**src/rtl/ldf_pkg.sv**
```systemverilog
// Package with the constants, codes and control types of the LED dimmer.
package ldf_pkg;

    localparam int LevelW  = 7;
    localparam int Q8W     = 15;
    localparam int TimeW   = 32;
    localparam int CfgIdxW = 3;
    localparam int CfgDataW = 16;

    localparam logic [LevelW-1:0] LevelMax      = 7'd100;
    localparam logic [LevelW-1:0] MemoryMin     = 7'd10;
    localparam logic [LevelW-1:0] FlashLevelMin = 7'd34;
    localparam logic [LevelW-1:0] FlashLift     = 7'd24;
    localparam logic [LevelW-1:0] FlashDrop     = 7'd22;
    localparam logic [7:0]        FlashMaxCount = 8'd4;
    localparam logic [LevelW-1:0] MemoryReset   = 7'd65;

    localparam logic [15:0] PwmTopReset     = 16'd1000;
    localparam logic [14:0] FadeStepReset   = 15'd640;
    localparam logic [7:0]  TickPeriodReset = 8'd4;
    localparam logic [15:0] FlashHighReset  = 16'd70;
    localparam logic [15:0] FlashLowReset   = 16'd50;

    // Curve arithmetic: the rounded product is divided by 10000 as a shift by four
    // and a reciprocal multiply for the division by 625, exact over the whole
    // product range.
    localparam int QuotW      = 16;
    localparam int RemW       = 30;
    localparam int CurveShift = 4;
    localparam int DivNumW    = RemW - CurveShift;
    localparam int RecipW     = 27;
    localparam int RecipShift = 36;
    localparam int DivProdW   = DivNumW + RecipW;
    localparam int CurveRound = 5000;
    localparam logic [RecipW-1:0] RecipMul = 27'd109951163;

    // Command codes.
    localparam logic [3:0] MODE_TICK      = 4'd0;
    localparam logic [3:0] MODE_SET_TGT   = 4'd1;
    localparam logic [3:0] MODE_ADD_TGT   = 4'd2;
    localparam logic [3:0] MODE_ON        = 4'd3;
    localparam logic [3:0] MODE_OFF       = 4'd4;
    localparam logic [3:0] MODE_TOGGLE    = 4'd5;
    localparam logic [3:0] MODE_SET_NOW   = 4'd6;
    localparam logic [3:0] MODE_SET_MEM   = 4'd7;
    localparam logic [3:0] MODE_ADD_MEM   = 4'd8;
    localparam logic [3:0] MODE_FLASH     = 4'd9;

    // Configuration register indexes.
    localparam logic [CfgIdxW-1:0] CFG_PWM_TOP     = 3'd0;
    localparam logic [CfgIdxW-1:0] CFG_FADE_STEP   = 3'd1;
    localparam logic [CfgIdxW-1:0] CFG_TICK_PERIOD = 3'd2;
    localparam logic [CfgIdxW-1:0] CFG_FLASH_HIGH  = 3'd3;
    localparam logic [CfgIdxW-1:0] CFG_FLASH_LOW   = 3'd4;

    typedef struct packed {
        logic capture;
        logic exec;
        logic ramp;
        logic square;
        logic mul;
        logic div;
        logic load;
    } ldf_cmd_t;

endpackage

```
**src/rtl/ldf_ctrl.sv**
```systemverilog
// Sequencer of the LED dimmer: walks each transaction through the datapath steps.
module ldf_ctrl (
    input  logic                  clk,
    input  logic                  rst_n,
    input  logic                  cmd_valid,
    output logic                  cmd_stall,
    output logic                  res_valid,
    input  logic                  res_stall,
    output ldf_pkg::ldf_cmd_t     ctl_cmd
);
    import ldf_pkg::*;

    localparam logic [2:0] S_IDLE   = 3'd0;
    localparam logic [2:0] S_EXEC   = 3'd1;
    localparam logic [2:0] S_RAMP   = 3'd2;
    localparam logic [2:0] S_SQUARE = 3'd3;
    localparam logic [2:0] S_MUL    = 3'd4;
    localparam logic [2:0] S_DIV    = 3'd5;
    localparam logic [2:0] S_LOAD   = 3'd6;

    logic [2:0] state_reg;
    logic [2:0] state_next;
    logic       res_valid_reg;
    logic       res_valid_next;

    always_comb
    begin
        state_next = state_reg;
        ctl_cmd    = '0;
        unique case (state_reg)
            S_IDLE:
            begin
                if (cmd_valid)
                begin
                    ctl_cmd.capture = 1'b1;
                    state_next      = S_EXEC;
                end
            end
            S_EXEC:
            begin
                ctl_cmd.exec = 1'b1;
                state_next   = S_RAMP;
            end
            S_RAMP:
            begin
                ctl_cmd.ramp = 1'b1;
                state_next   = S_SQUARE;
            end
            S_SQUARE:
            begin
                ctl_cmd.square = 1'b1;
                state_next     = S_MUL;
            end
            S_MUL:
            begin
                ctl_cmd.mul = 1'b1;
                state_next  = S_DIV;
            end
            S_DIV:
            begin
                ctl_cmd.div = 1'b1;
                state_next  = S_LOAD;
            end
            S_LOAD:
            begin
                // The result register is free or is emptied in this cycle.
                if (!res_valid_reg || !res_stall)
                begin
                    ctl_cmd.load = 1'b1;
                    state_next   = S_IDLE;
                end
            end
            default:
            begin
                state_next = S_IDLE;
            end
        endcase
    end

    always_comb
    begin
        priority if (ctl_cmd.load)
        begin
            res_valid_next = 1'b1;
        end
        else if (!res_stall)
        begin
            res_valid_next = 1'b0;
        end
        else
        begin
            res_valid_next = res_valid_reg;
        end
    end

    always_ff @(posedge clk or negedge rst_n)
    begin
        if (!rst_n)
        begin
            state_reg     <= S_IDLE;
            res_valid_reg <= 1'b0;
        end
        else
        begin
            state_reg     <= state_next;
            res_valid_reg <= res_valid_next;
        end
    end

    assign cmd_stall = (state_reg != S_IDLE);
    assign res_valid = res_valid_reg;

endmodule

```
**src/rtl/ldf_datapath.sv**
```systemverilog
// Datapath of the LED dimmer: settings, level state, fade ramp, flash and PWM curve.
module ldf_datapath (
    input  logic                          clk,
    input  logic                          rst_n,
    input  logic                          cfg_we,
    input  logic [ldf_pkg::CfgIdxW-1:0]   cfg_index,
    input  logic [ldf_pkg::CfgDataW-1:0]  cfg_data,
    input  logic [3:0]                    mode,
    input  logic [31:0]                   now_ms,
    input  logic [7:0]                    level,
    input  logic signed [7:0]             step,
    input  logic [7:0]                    flash_count,
    input  ldf_pkg::ldf_cmd_t             ctl_cmd,
    output logic [15:0]                   pwm_compare,
    output logic                          pwm_written,
    output logic [6:0]                    brightness,
    output logic [6:0]                    target,
    output logic [6:0]                    memory_level,
    output logic                          is_on
);
    import ldf_pkg::*;

    // Settings.
    logic [15:0] pwm_top_reg;
    logic [14:0] fade_step_reg;
    logic [7:0]  tick_period_reg;
    logic [15:0] flash_high_reg;
    logic [15:0] flash_low_reg;

    // Captured transaction.
    logic [3:0]        mode_reg;
    logic [TimeW-1:0]  now_reg;
    logic [7:0]        level_reg;
    logic signed [7:0] step_reg;
    logic [7:0]        count_reg;

    // Dimmer state.
    logic [LevelW-1:0] remembered_reg, remembered_next;
    logic [LevelW-1:0] base_reg, base_next;
    logic [Q8W-1:0]    cur_reg, cur_next;
    logic [TimeW-1:0]  last_reg, last_next;
    logic              flash_active_reg, flash_active_next;
    logic              flash_bright_reg, flash_bright_next;
    logic [3:0]        edges_reg, edges_next;
    logic [TimeW-1:0]  flash_time_reg, flash_time_next;

    // Work registers.
    logic [LevelW-1:0] ft_reg, ft_next;
    logic              tick_due_reg, tick_due_next;
    logic              written_reg, written_next;
    logic [LevelW-1:0] lvl_reg, lvl_next;
    logic [13:0]       sq_reg, sq_next;
    logic [RemW-1:0]   rem_reg, rem_next;
    logic [QuotW-1:0]  quot_reg, quot_next;

    // Result register.
    logic [15:0]       pwm_compare_reg;
    logic              pwm_written_reg;
    logic [LevelW-1:0] brightness_reg;
    logic [LevelW-1:0] target_reg;
    logic [LevelW-1:0] memory_reg;
    logic              is_on_reg;

    function automatic logic [LevelW-1:0] clamp_level(input logic signed [8:0] v,
                                                       input logic [LevelW-1:0] lo);
        logic [LevelW-1:0] r;
        if (v < $signed({2'b00, lo}))
        begin
            r = lo;
        end
        else if (v > $signed({2'b00, LevelMax}))
        begin
            r = LevelMax;
        end
        else
        begin
            r = v[LevelW-1:0];
        end
        return r;
    endfunction

    // Command operands.
    logic [LevelW-1:0] lvl_clamped;
    logic signed [8:0] tgt_sum;
    logic signed [8:0] mem_sum;
    logic [LevelW-1:0] mem_on;
    logic [3:0]        edges_start;

    assign lvl_clamped = (level_reg > {1'b0, LevelMax}) ? LevelMax : level_reg[LevelW-1:0];
    assign tgt_sum     = $signed({2'b00, base_reg}) + $signed({step_reg[7], step_reg});
    assign mem_sum     = $signed({2'b00, remembered_reg}) + $signed({step_reg[7], step_reg});
    assign mem_on      = (remembered_reg < MemoryMin) ? MemoryMin : remembered_reg;
    assign edges_start = (count_reg > FlashMaxCount) ? {FlashMaxCount[2:0], 1'b0}
                                                     : {count_reg[2:0], 1'b0};

    // Tick timing and flash sequence.
    logic [TimeW-1:0]  elapsed;
    logic              tick_due;
    logic [TimeW-1:0]  flash_diff;
    logic              flash_edge;
    logic              bright_new;
    logic [3:0]        edges_dec;
    logic              flash_end;
    logic [TimeW-1:0]  flash_time_new;
    logic [LevelW-1:0] lift_level;
    logic [LevelW-1:0] drop_level;
    logic [LevelW-1:0] flash_tgt;

    assign elapsed        = now_reg - last_reg;
    assign tick_due       = (elapsed >= {24'd0, tick_period_reg});
    assign flash_diff     = now_reg - flash_time_reg;
    assign flash_edge     = flash_active_reg && !flash_diff[TimeW-1];
    assign bright_new     = flash_edge ? !flash_bright_reg : flash_bright_reg;
    assign edges_dec      = (edges_reg != 4'd0) ? edges_reg - 4'd1 : 4'd0;
    assign flash_end      = flash_edge && (edges_dec == 4'd0);
    assign flash_time_new = now_reg + (bright_new ? {16'd0, flash_high_reg}
                                                  : {16'd0, flash_low_reg});

    always_comb
    begin
        if (base_reg < FlashLevelMin)
        begin
            lift_level = FlashLevelMin;
        end
        else if (base_reg + FlashLift < LevelMax)
        begin
            lift_level = base_reg + FlashLift;
        end
        else
        begin
            lift_level = LevelMax;
        end
    end

    assign drop_level = (base_reg > FlashDrop) ? base_reg - FlashDrop : '0;
    assign flash_tgt  = (!flash_active_reg || flash_end) ? base_reg
                      : (bright_new ? lift_level : drop_level);

    // Fade ramp.
    logic [Q8W-1:0] tq8;
    logic           ramp_up;
    logic [Q8W-1:0] ramp_diff;

    assign tq8       = {ft_reg, 8'd0};
    assign ramp_up   = (cur_reg < tq8);
    assign ramp_diff = ramp_up ? tq8 - cur_reg : cur_reg - tq8;

    // Curve arithmetic.
    logic [Q8W-1:0]      cur_round;
    logic [LevelW-1:0]   cur_level;
    logic [15:0]         top_m1;
    logic [RemW-1:0]     curve_prod;
    logic [DivNumW-1:0]  div_num;
    logic [DivProdW-1:0] div_prod;
    logic [QuotW-1:0]    pwm_raw;
    logic [15:0]         pwm_value;

    assign cur_round  = cur_reg + 15'd128;
    assign cur_level  = cur_round[Q8W-1:8];
    assign top_m1     = pwm_top_reg - 16'd1;
    assign curve_prod = {16'd0, sq_reg} * {14'd0, top_m1};
    assign div_num    = rem_reg[RemW-1:CurveShift];
    assign div_prod   = {{RecipW{1'b0}}, div_num} * {{DivNumW{1'b0}}, RecipMul};
    assign pwm_raw    = quot_reg + 16'd1;
    assign pwm_value  = (lvl_reg == '0 || pwm_top_reg == 16'd0) ? 16'd0
                      : ((pwm_raw > pwm_top_reg) ? pwm_top_reg : pwm_raw);

    always_comb
    begin
        remembered_next   = remembered_reg;
        base_next         = base_reg;
        cur_next          = cur_reg;
        last_next         = last_reg;
        flash_active_next = flash_active_reg;
        flash_bright_next = flash_bright_reg;
        edges_next        = edges_reg;
        flash_time_next   = flash_time_reg;
        ft_next           = ft_reg;
        tick_due_next     = tick_due_reg;
        written_next      = written_reg;
        lvl_next          = lvl_reg;
        sq_next           = sq_reg;
        rem_next          = rem_reg;
        quot_next         = quot_reg;

        if (ctl_cmd.exec)
        begin
            tick_due_next = 1'b0;
            written_next  = 1'b0;
            unique case (mode_reg)
                MODE_TICK:
                begin
                    if (tick_due)
                    begin
                        last_next     = now_reg;
                        ft_next       = flash_tgt;
                        tick_due_next = 1'b1;
                        if (flash_edge)
                        begin
                            flash_bright_next = bright_new;
                            edges_next        = edges_dec;
                            if (flash_end)
                            begin
                                flash_active_next = 1'b0;
                            end
                            else
                            begin
                                flash_time_next = flash_time_new;
                            end
                        end
                    end
                end
                MODE_SET_TGT, MODE_SET_NOW:
                begin
                    base_next = lvl_clamped;
                    if (lvl_clamped > MemoryMin)
                    begin
                        remembered_next = lvl_clamped;
                    end
                    if (mode_reg == MODE_SET_NOW)
                    begin
                        cur_next     = {lvl_clamped, 8'd0};
                        written_next = 1'b1;
                    end
                end
                MODE_ADD_TGT:
                begin
                    base_next = clamp_level(tgt_sum, '0);
                    if (clamp_level(tgt_sum, '0) > MemoryMin)
                    begin
                        remembered_next = clamp_level(tgt_sum, '0);
                    end
                end
                MODE_ON:
                begin
                    remembered_next = mem_on;
                    base_next       = mem_on;
                end
                MODE_OFF:
                begin
                    base_next = '0;
                end
                MODE_TOGGLE:
                begin
                    if (base_reg == '0)
                    begin
                        remembered_next = mem_on;
                        base_next       = mem_on;
                    end
                    else
                    begin
                        base_next = '0;
                    end
                end
                MODE_SET_MEM:
                begin
                    remembered_next = clamp_level($signed({1'b0, level_reg}), MemoryMin);
                end
                MODE_ADD_MEM:
                begin
                    remembered_next = clamp_level(mem_sum, MemoryMin);
                end
                MODE_FLASH:
                begin
                    if (count_reg != 8'd0)
                    begin
                        flash_active_next = 1'b1;
                        flash_bright_next = 1'b1;
                        edges_next        = edges_start;
                        flash_time_next   = '0;
                    end
                end
                default:
                begin
                end
            endcase
        end

        if (ctl_cmd.ramp && tick_due_reg && (cur_reg != tq8))
        begin
            written_next = 1'b1;
            if (ramp_diff <= fade_step_reg)
            begin
                cur_next = tq8;
            end
            else if (ramp_up)
            begin
                cur_next = cur_reg + fade_step_reg;
            end
            else
            begin
                cur_next = cur_reg - fade_step_reg;
            end
        end

        if (ctl_cmd.square)
        begin
            lvl_next = cur_level;
            sq_next  = {7'd0, cur_level} * {7'd0, cur_level};
        end

        if (ctl_cmd.mul)
        begin
            rem_next = curve_prod + RemW'(CurveRound);
        end

        // Dividing by 16 first leaves a division by 625, which the reciprocal
        // multiply gives exactly for every numerator below 2^26.
        if (ctl_cmd.div)
        begin
            quot_next = div_prod[RecipShift +: QuotW];
        end
    end

    always_ff @(posedge clk or negedge rst_n)
    begin
        if (!rst_n)
        begin
            pwm_top_reg      <= PwmTopReset;
            fade_step_reg    <= FadeStepReset;
            tick_period_reg  <= TickPeriodReset;
            flash_high_reg   <= FlashHighReset;
            flash_low_reg    <= FlashLowReset;
            remembered_reg   <= MemoryReset;
            base_reg         <= '0;
            cur_reg          <= '0;
            last_reg         <= '0;
            flash_active_reg <= 1'b0;
            flash_bright_reg <= 1'b0;
            edges_reg        <= '0;
            flash_time_reg   <= '0;
            tick_due_reg     <= 1'b0;
            written_reg      <= 1'b0;
        end
        else
        begin
            if (cfg_we)
            begin
                unique case (cfg_index)
                    CFG_PWM_TOP:     pwm_top_reg     <= cfg_data;
                    CFG_FADE_STEP:   fade_step_reg   <= cfg_data[14:0];
                    CFG_TICK_PERIOD: tick_period_reg <= cfg_data[7:0];
                    CFG_FLASH_HIGH:  flash_high_reg  <= cfg_data;
                    CFG_FLASH_LOW:   flash_low_reg   <= cfg_data;
                    default:
                    begin
                    end
                endcase
            end
            remembered_reg   <= remembered_next;
            base_reg         <= base_next;
            cur_reg          <= cur_next;
            last_reg         <= last_next;
            flash_active_reg <= flash_active_next;
            flash_bright_reg <= flash_bright_next;
            edges_reg        <= edges_next;
            flash_time_reg   <= flash_time_next;
            tick_due_reg     <= tick_due_next;
            written_reg      <= written_next;
        end
    end

    always_ff @(posedge clk)
    begin
        if (ctl_cmd.capture)
        begin
            mode_reg  <= mode;
            now_reg   <= now_ms;
            level_reg <= level;
            step_reg  <= step;
            count_reg <= flash_count;
        end
        ft_reg   <= ft_next;
        lvl_reg  <= lvl_next;
        sq_reg   <= sq_next;
        rem_reg  <= rem_next;
        quot_reg <= quot_next;
        if (ctl_cmd.load)
        begin
            pwm_compare_reg <= pwm_value;
            pwm_written_reg <= written_reg;
            brightness_reg  <= lvl_reg;
            target_reg      <= base_reg;
            memory_reg      <= remembered_reg;
            is_on_reg       <= (base_reg != '0);
        end
    end

    assign pwm_compare  = pwm_compare_reg;
    assign pwm_written  = pwm_written_reg;
    assign brightness   = brightness_reg;
    assign target       = target_reg;
    assign memory_level = memory_reg;
    assign is_on        = is_on_reg;

endmodule

```
**src/rtl/led_dimmer_fade_ack_flash.sv**
```systemverilog
// Top level of the LED dimmer with fade ramp and acknowledge flash.
//
//   Channel   Handshake             Payload
//   command   cmd_valid/cmd_stall   mode, now_ms, level, step, flash_count
//   result    res_valid/res_stall   pwm_compare, pwm_written, brightness .. is_on
//   config    cfg_we                cfg_index, cfg_data
//
// One transaction walks through accept, command, ramp, square, multiply,
// reciprocal divide and the result load; the result shows once the load step has run.
// The curve arithmetic runs one step per cycle. A stalled result holds
// the load step until the result register empties; the command side stalls while busy.
// Reset is asynchronous and restores every setting and the dimmer state.
module led_dimmer_fade_ack_flash (
    input  logic                          clk,
    input  logic                          rst_n,
    input  logic                          cfg_we,
    input  logic [ldf_pkg::CfgIdxW-1:0]   cfg_index,
    input  logic [ldf_pkg::CfgDataW-1:0]  cfg_data,
    input  logic                          cmd_valid,
    output logic                          cmd_stall,
    input  logic [3:0]                    mode,
    input  logic [31:0]                   now_ms,
    input  logic [7:0]                    level,
    input  logic signed [7:0]             step,
    input  logic [7:0]                    flash_count,
    output logic                          res_valid,
    input  logic                          res_stall,
    output logic [15:0]                   pwm_compare,
    output logic                          pwm_written,
    output logic [6:0]                    brightness,
    output logic [6:0]                    target,
    output logic [6:0]                    memory_level,
    output logic                          is_on
);
    import ldf_pkg::*;

    ldf_cmd_t ctl_cmd;

    ldf_ctrl u_ctrl (
        .clk        (clk),
        .rst_n      (rst_n),
        .cmd_valid  (cmd_valid),
        .cmd_stall  (cmd_stall),
        .res_valid  (res_valid),
        .res_stall  (res_stall),
        .ctl_cmd    (ctl_cmd)
    );

    ldf_datapath u_datapath (
        .clk          (clk),
        .rst_n        (rst_n),
        .cfg_we       (cfg_we),
        .cfg_index    (cfg_index),
        .cfg_data     (cfg_data),
        .mode         (mode),
        .now_ms       (now_ms),
        .level        (level),
        .step         (step),
        .flash_count  (flash_count),
        .ctl_cmd      (ctl_cmd),
        .pwm_compare  (pwm_compare),
        .pwm_written  (pwm_written),
        .brightness   (brightness),
        .target       (target),
        .memory_level (memory_level),
        .is_on        (is_on)
    );

endmodule

```
**config.mk**
```make
export PLATFORM = sky130hd
export DESIGN_NAME = led_dimmer_fade_ack_flash
export DESIGN_NICKNAME = d
export VERILOG_FILES = /design/src/rtl/ldf_pkg.sv /design/src/rtl/ldf_ctrl.sv /design/src/rtl/ldf_datapath.sv /design/src/rtl/led_dimmer_fade_ack_flash.sv
export SDC_FILE = /design/constraint.sdc
export NUM_CORES = 2
export LEC_CHECK = 0
export BUFFER_PORTS_ARGS = -buffer_cell sky130_fd_sc_hd__buf_2
export CORE_MARGIN = 4
export CORE_UTILIZATION = 60
export DETAILED_ROUTE_END_ITERATION = 8
export GPL_TIMING_DRIVEN = 0
export PLACE_DENSITY = 0.83
export SLEW_MARGIN = 40
export SYNTH_ARGS = -nofsm -noshare
export SYNTH_HDL_FRONTEND = slang
export SYNTH_HIERARCHICAL = 1
export SYNTH_SLANG_ARGS = --single-unit
```
**constraint.sdc**
```tcl
create_clock -name clk -period 8.2 [get_ports clk]
set_input_delay 0.82 -clock clk [delete_from_list [all_inputs] [get_ports clk]]
set_output_delay 0.82 -clock clk [all_outputs]
set_load 0.01 [all_outputs]
```
**Yosys cells after proc, flatten, opt, wreduce, memory -nomap -nowiden**

Index checks and enable logic that the tools add are counted.

- Flip-flop bits (word level): 349
- Logic and storage cells: 214
- Input port bits: 84
- Output and inout port bits: 41

- $add $sub $neg: 16
- Mux-type cells: 70
- $lt $le $gt $ge: 18
- Multiply operators: 3
- Reductions and logical operators: 43
- Equality and inequality tests: 31

Operators with widths:

| cell | count |
|---|---|
| $mux 7 | 19 |
| $mux 32 | 4 |
| $mux 15 | 7 |
| $pmux 32 s2 | 1 |
| $sub 32x32->32 | 2 |
| $mul 26x27->52 const B | 1 |
| $sub 15x15->15 | 3 |
| $pmux 7 s6 | 1 |
| $pmux 7 s5 | 1 |
| $add 32x32->32 | 1 |
| $ge 32x8->1 | 1 |
| $mux 16 | 2 |
| $add 30x13->30 const B | 1 |
| $mul 14x16->30 | 1 |
| $mux 1 | 24 |
| $pmux 3 s7 | 1 |
| $mux 4 | 5 |
| $add 8x8->9 | 2 |
| $gt 9x8->1 const B | 2 |
| $ne 2x1->1 const B | 9 |
| $add 16x1->16 const B | 1 |
| $eq 4x3->1 const B | 4 |
| $gt 16x16->1 | 1 |
| $gt 8x7->1 const B | 2 |
| 48 further kinds | 85 |

**Longest topological paths before layout**

- Depth in word-level cells: 10
- Mapped depth: 31
- Depth with buffers taken out: 30

**By module**

The synthesis kept the hierarchy.

By module, submodules not included:

| module | area each (um^2) | cells an instance | times used | seq. area each (um^2) |
|---|---|---|---|---|
| ldf_datapath | 41422.2 | 4250 | 1 | 9340.2 |
| ldf_ctrl | 249.0 | 29 | 1 | 100.1 |

**Worst setup path after synthesis**

Ideal clock, no wire load.

- Kind: flip-flop to flip-flop
- From: register u_datapath.pwm_top_reg[0]
- To: register u_datapath.rem_reg[29], data pin
- Arrival time: 7.131 ns
- Buffers on the path: 2
- Setup time: 0.262 ns
- Data required time: 7.938 ns
- Setup slack: 0.808 ns
- Clock period less this slack: 7.392 ns
- Cell stages (with the launch flop): 32
- Cells stage by stage: dfrtp_1 > clkbuf_1 > inv_1 > ha_1 > and3_1 > xnor2_1 > clkbuf_1 > and2_1 > fa_1 > inv_1 > fa_1 > inv_1 > fa_1 > inv_1 > fa_1 > inv_1 > fa_1 > inv_1 > fa_1 > inv_1 > ha_1 > o21ai_0 > nand2_1 > o21ai_0 > o311ai_0 > a21oi_1 > o21ai_0 > nor2b_1 > o21a_1 > nor3_1 > o31ai_1 > xnor2_1

- Word-level cells in the longest chain between the ends: 3

Ends and longest elaborated chain:

| element | line | RTL |
|---|---|---|
| start, declared | ldf_datapath.sv:24 | `logic [15:0] pwm_top_reg;` |
| start signal, assigned | ldf_datapath.sv:319 | `pwm_top_reg <= PwmTopReset;` |
| start signal, assigned | ldf_datapath.sv:340 | `CFG_PWM_TOP: pwm_top_reg <= cfg_data;` |
| $sub 16x1->16 | ldf_datapath.sv:160 | `assign top_m1 = pwm_top_reg - 16'd1;` |
| $mul 14x16->30 | ldf_datapath.sv:161 | `assign curve_prod = {16'd0, sq_reg} * {14'd0, top_m1};` |
| $add 30x13->30 | ldf_datapath.sv:304 | `rem_next = curve_prod + RemW'(CurveRound);` |
| end signal, assigned | ldf_datapath.sv:376 | `rem_reg <= rem_next;` |
| end, declared | ldf_datapath.sv:53 | `logic [RemW-1:0] rem_reg, rem_next;` |

No other way between the ends.
A chain may end at the register's enable or synchronous reset.

**Worst setup path after layout**

- From: register u_datapath.rem_reg[21]
- To: register u_datapath.quot_reg[15], data pin

- Word-level cells in the longest chain between the ends: 1

Ends and longest elaborated chain:

| element | line | RTL |
|---|---|---|
| $mul 26x27->52 | ldf_datapath.sv:163 | `assign div_prod = {{RecipW{1'b0}}, div_num} * {{DivNumW{1'b0}}, RecipMul};` |
| net u_datapath.div_prod[51] | ldf_datapath.sv:154 | `logic [DivProdW-1:0] div_prod;` |
| end signal, assigned | ldf_datapath.sv:377 | `quot_reg <= quot_next;` |
| end, declared | ldf_datapath.sv:54 | `logic [QuotW-1:0] quot_reg, quot_next;` |

The timed path passes the listed nets, and every way through them passes these cells.

==> impl_metrics.env <==
export IMPL_post_synth_and_or_nand_nor_area_fraction_pct=11.2
export IMPL_clockBufferDepth=3
export IMPL_globalplace_congestion=1.03
export IMPL_cts_tree="built"
export IMPL_timing_max_cap_violations=0
export IMPL_synth_compound_area_share_pct=10.3
export IMPL_yosys_mux_area_fraction_pct=3.20
export IMPL_antenna_violations_before_repair=8
export IMPL_io_buffer_count=124
export IMPL_clk_pin_slew_ps=60
export IMPL_clk_latency_ps=600
export IMPL_yosys_area_top_type_share_pct=23.7
export IMPL_fmaxAchievable_mhz=126
export IMPL_asyncSetResetFlopFracSynth_pct=51.3
export IMPL_period_share_pct=96.8
export IMPL_primary_flip_flop_cell_chosen_by_synthesis_mapping="edfxtp_1"
export IMPL_cts_max_level=2
export IMPL_endpoint_kind="register"
export IMPL_pre_repair_dr_iteration_count=8
export IMPL_critical_path_class="register to register"
export IMPL_timing_slew_headroom_pct=44.8
export IMPL_core_mm2=0.0687
export IMPL_timing_reg2reg_worst_path_depth=21
export IMPL_clkSinkCount=343
export IMPL_ff2ff_setup_slack_ps=270
export IMPL_sequential_cell_area_mm2=0.00944
export IMPL_yosys_cell_count_top_type="inv_1"
export IMPL_avgSynthCellArea_um2=9.74
export IMPL_routed_wirelength_um=106000
export IMPL_layout_filler_cells=5332
export IMPL_finalWorstPathRequiredPeriod_ps=7930
export IMPL_fp_dieW_um=272
export IMPL_ys_warnings_count=6
export IMPL_routed_wire_length_per_instance_um=19.6
export IMPL_cts_hold_buffers=0
export IMPL_gr_total_overflow=0
export IMPL_startpoint="u_datapath/rem_reg[21]"
export IMPL_synth_top_cells_by_area="fa_1, ha_1, edfxtp_1, dfrtp_1, inv_1"
export IMPL_start_util_pct=60.7
export IMPL_num_nets_final=5589
export IMPL_holdWs_ps=102
export IMPL_crit_path_end="u_datapath/quot_reg[15]"
export IMPL_flow_area_growth_from_synthesis_pct=8.80
export IMPL_count_of_unresolved_drc_violations_after_routing=0
export IMPL_worst_hold_class="input pin to asynchronous set/reset pin"
export IMPL_timing_rr_start="u_datapath/rem_reg[21]"
export IMPL_drive_above_1_share_pct=8.34
export IMPL_worstPathMaxFanout=7
export IMPL_setup_viol_count_final=0
export IMPL_timing_worst_slew_pin_value_ps=817
export IMPL_dp_hpwl_um=86600
export IMPL_detail_route_antenna_nets=0
export IMPL_status="completed"
export IMPL_synthDistinctLibCells=95
export IMPL_worstPathRequired_ps=8560
export IMPL_multiInputGateArea_mm2=0.0287
export IMPL_detail_route_iter0_violations=2558
export IMPL_hold_viol_final=0
export IMPL_floorplan_io_pins=125
export IMPL_critical_path_startpoint_category="register"
export IMPL_synth_largest_area_cell="fa_1"
export IMPL_post_synth_xor_xnor_area_pct=3.85
export IMPL_num_rows=96
export IMPL_finClkSkew_ps=38.2
export IMPL_number_of_synthesized_flops_with_an_enable_pin=167
export IMPL_first_global_vias=32600
export IMPL_synth_fa_ha_area_share_pct=39.9
export IMPL_post_synthesis_cell_area_mm2=0.0417
export IMPL_vertical_extent_of_the_die_um=272
export IMPL_grt_max_degree=71
export IMPL_synth_top_cells_by_count="inv_1, ha_1, fa_1"
export IMPL_cts_root_buffer="clkbuf_16"
export IMPL_synth_seq_cells=343
export IMPL_cts_made_buffers=42
export IMPL_die_area_mm2=0.0737
export IMPL_worstPathArrival_ps=8290
export IMPL_ratio_of_routed_vias_to_standard_cells=5.80
export IMPL_final_max_slew_violation_count=0
export IMPL_netlist_instances=4279
export IMPL_timing_rr_end="u_datapath/quot_reg[15]"
export IMPL_vias=31500
export IMPL_global_route_usage_total_pct=29.0
export IMPL_grt_pass1_wl_um=170000
export IMPL_seq_area_frac_synth_pct=22.7
export IMPL_synth_top_family_by_area="adder cells"
worst max-delay path, cell delays in order (launching register included):
cell      delay [ps]
edfxtp_1         630
ha_1             550
fa_1             580
inv_1             50
fa_1             490
inv_1             70
fa_1             510
fa_1             550
inv_1             60
fa_1             500
fa_1             550
inv_1             40
ha_1             390
and4_1           280
a221oi_1         530
o21ai_0          240
a211o_1          390
a41o_1           370
a211oi_2         360
a21oi_1          180
a21oi_1          200
xnor2_1          210
worst min-delay path by stage:
stage                                           to              startpoint  slack [ps]  cells after the start
final                       u_datapath/base_reg[1]                   rst_n         100                      1
after global routing        u_datapath/base_reg[1]                   rst_n         110                      1
after CTS                   u_datapath/base_reg[1]                   rst_n         100                      1
after detailed placement  u_datapath/brightness[3]   u_datapath/lvl_reg[3]         440                      0
after global placement      u_datapath/pwm_written  u_datapath/written_reg         430                      0
after floorplan             u_datapath/pwm_written  u_datapath/written_reg         420                      0
timing repair:
| action | 4_1_cts | 5_1_grt |
|---|---|---|
| gates resized for setup | 13 | 32 |
| endpoints found under the setup margin | 15 | 9 |
| pin swaps | 0 | 1 |
| buffers inserted | 1 | 5 |
final cells by class:
class | instances | area share [%]
multi-input cells | 2976 | 63.4
flip-flops and latches | 343 | 20.8
inverters | 878 | 7.28
well taps | 931 | 2.57
clock buffers | 51 | 2.46
repair buffers | 137 | 1.74
plain buffers | 94 | 0.991
clock inverters | 27 | 0.748
diodes | 1 | 0.00552
cell families (layout without fill, tap and decap cells):
family / count (synthesis) / in the layout
mux: 121 / 121
compound gates: 674 / 674
simple gates: 949 / 949
fa+ha+maj: 1033 / 1033
buf+inv: 974 / 1187
flops: 343 / 343
other cells: 2 / 17
xor+xnor: 183 / 183
metal layers:
layer	track usage, %	wire (um)	up-vias
li1	-	-	14400
met1	37.2	41300	15500
met2	48.5	50800	1356
met3	5.82	9010	318
met4	11.9	5150	12
met5	0	63	-
stage by stage:
| stage | utilization (%) | cell area, um^2 | std cells | setup slack [ps] | setup TNS (ps) |
|---|---|---|---|---|---|
| 2_1_floorplan | - | 41700 | 4293 | 808 | 0 |
| 3_3_place_gp | 63.3 | 43500 | 5348 | -1020 | -7100 |
| 3_5_place_dp | 63.6 | 43700 | 5355 | -1110 | -8200 |
| 4_1_cts | 65.8 | 45200 | 5434 | 21.0 | 0 |
| 5_1_grt | 66.0 | 45300 | 5437 | -20.1 | -43.4 |
| 6_report | 66.0 | 45300 | 5438 | 265 | 0 |
placed cells by master (no fill, tap or decap), types with 32 or more instances in the layout:
| cell | instances |
|---|---|
| clkbuf_1 | 65 |
| nand2_1 | 328 |
| fa_1 | 493 |
| ha_1 | 540 |
| dfrtp_1 | 159 |
| inv_1 | 877 |
| nand2b_1 | 50 |
| mux2i_1 | 51 |
| a21o_1 | 59 |
| edfxtp_1 | 167 |
| nand3_1 | 57 |
| xor2_1 | 46 |
| nor2b_1 | 59 |
| clkbuf_16 | 43 |
| o21ai_1 | 36 |
| mux2_2 | 59 |
| a21oi_1 | 161 |
| xnor2_1 | 129 |
| o21a_1 | 32 |
| buf_2 | 139 |
| and2_1 | 125 |
| nor2_1 | 166 |
| nor3_1 | 43 |
| o21ai_0 | 175 |
Power is not shown: default switching activity piles up to over one toggle a cycle in this logic, so the estimate is an artifact.
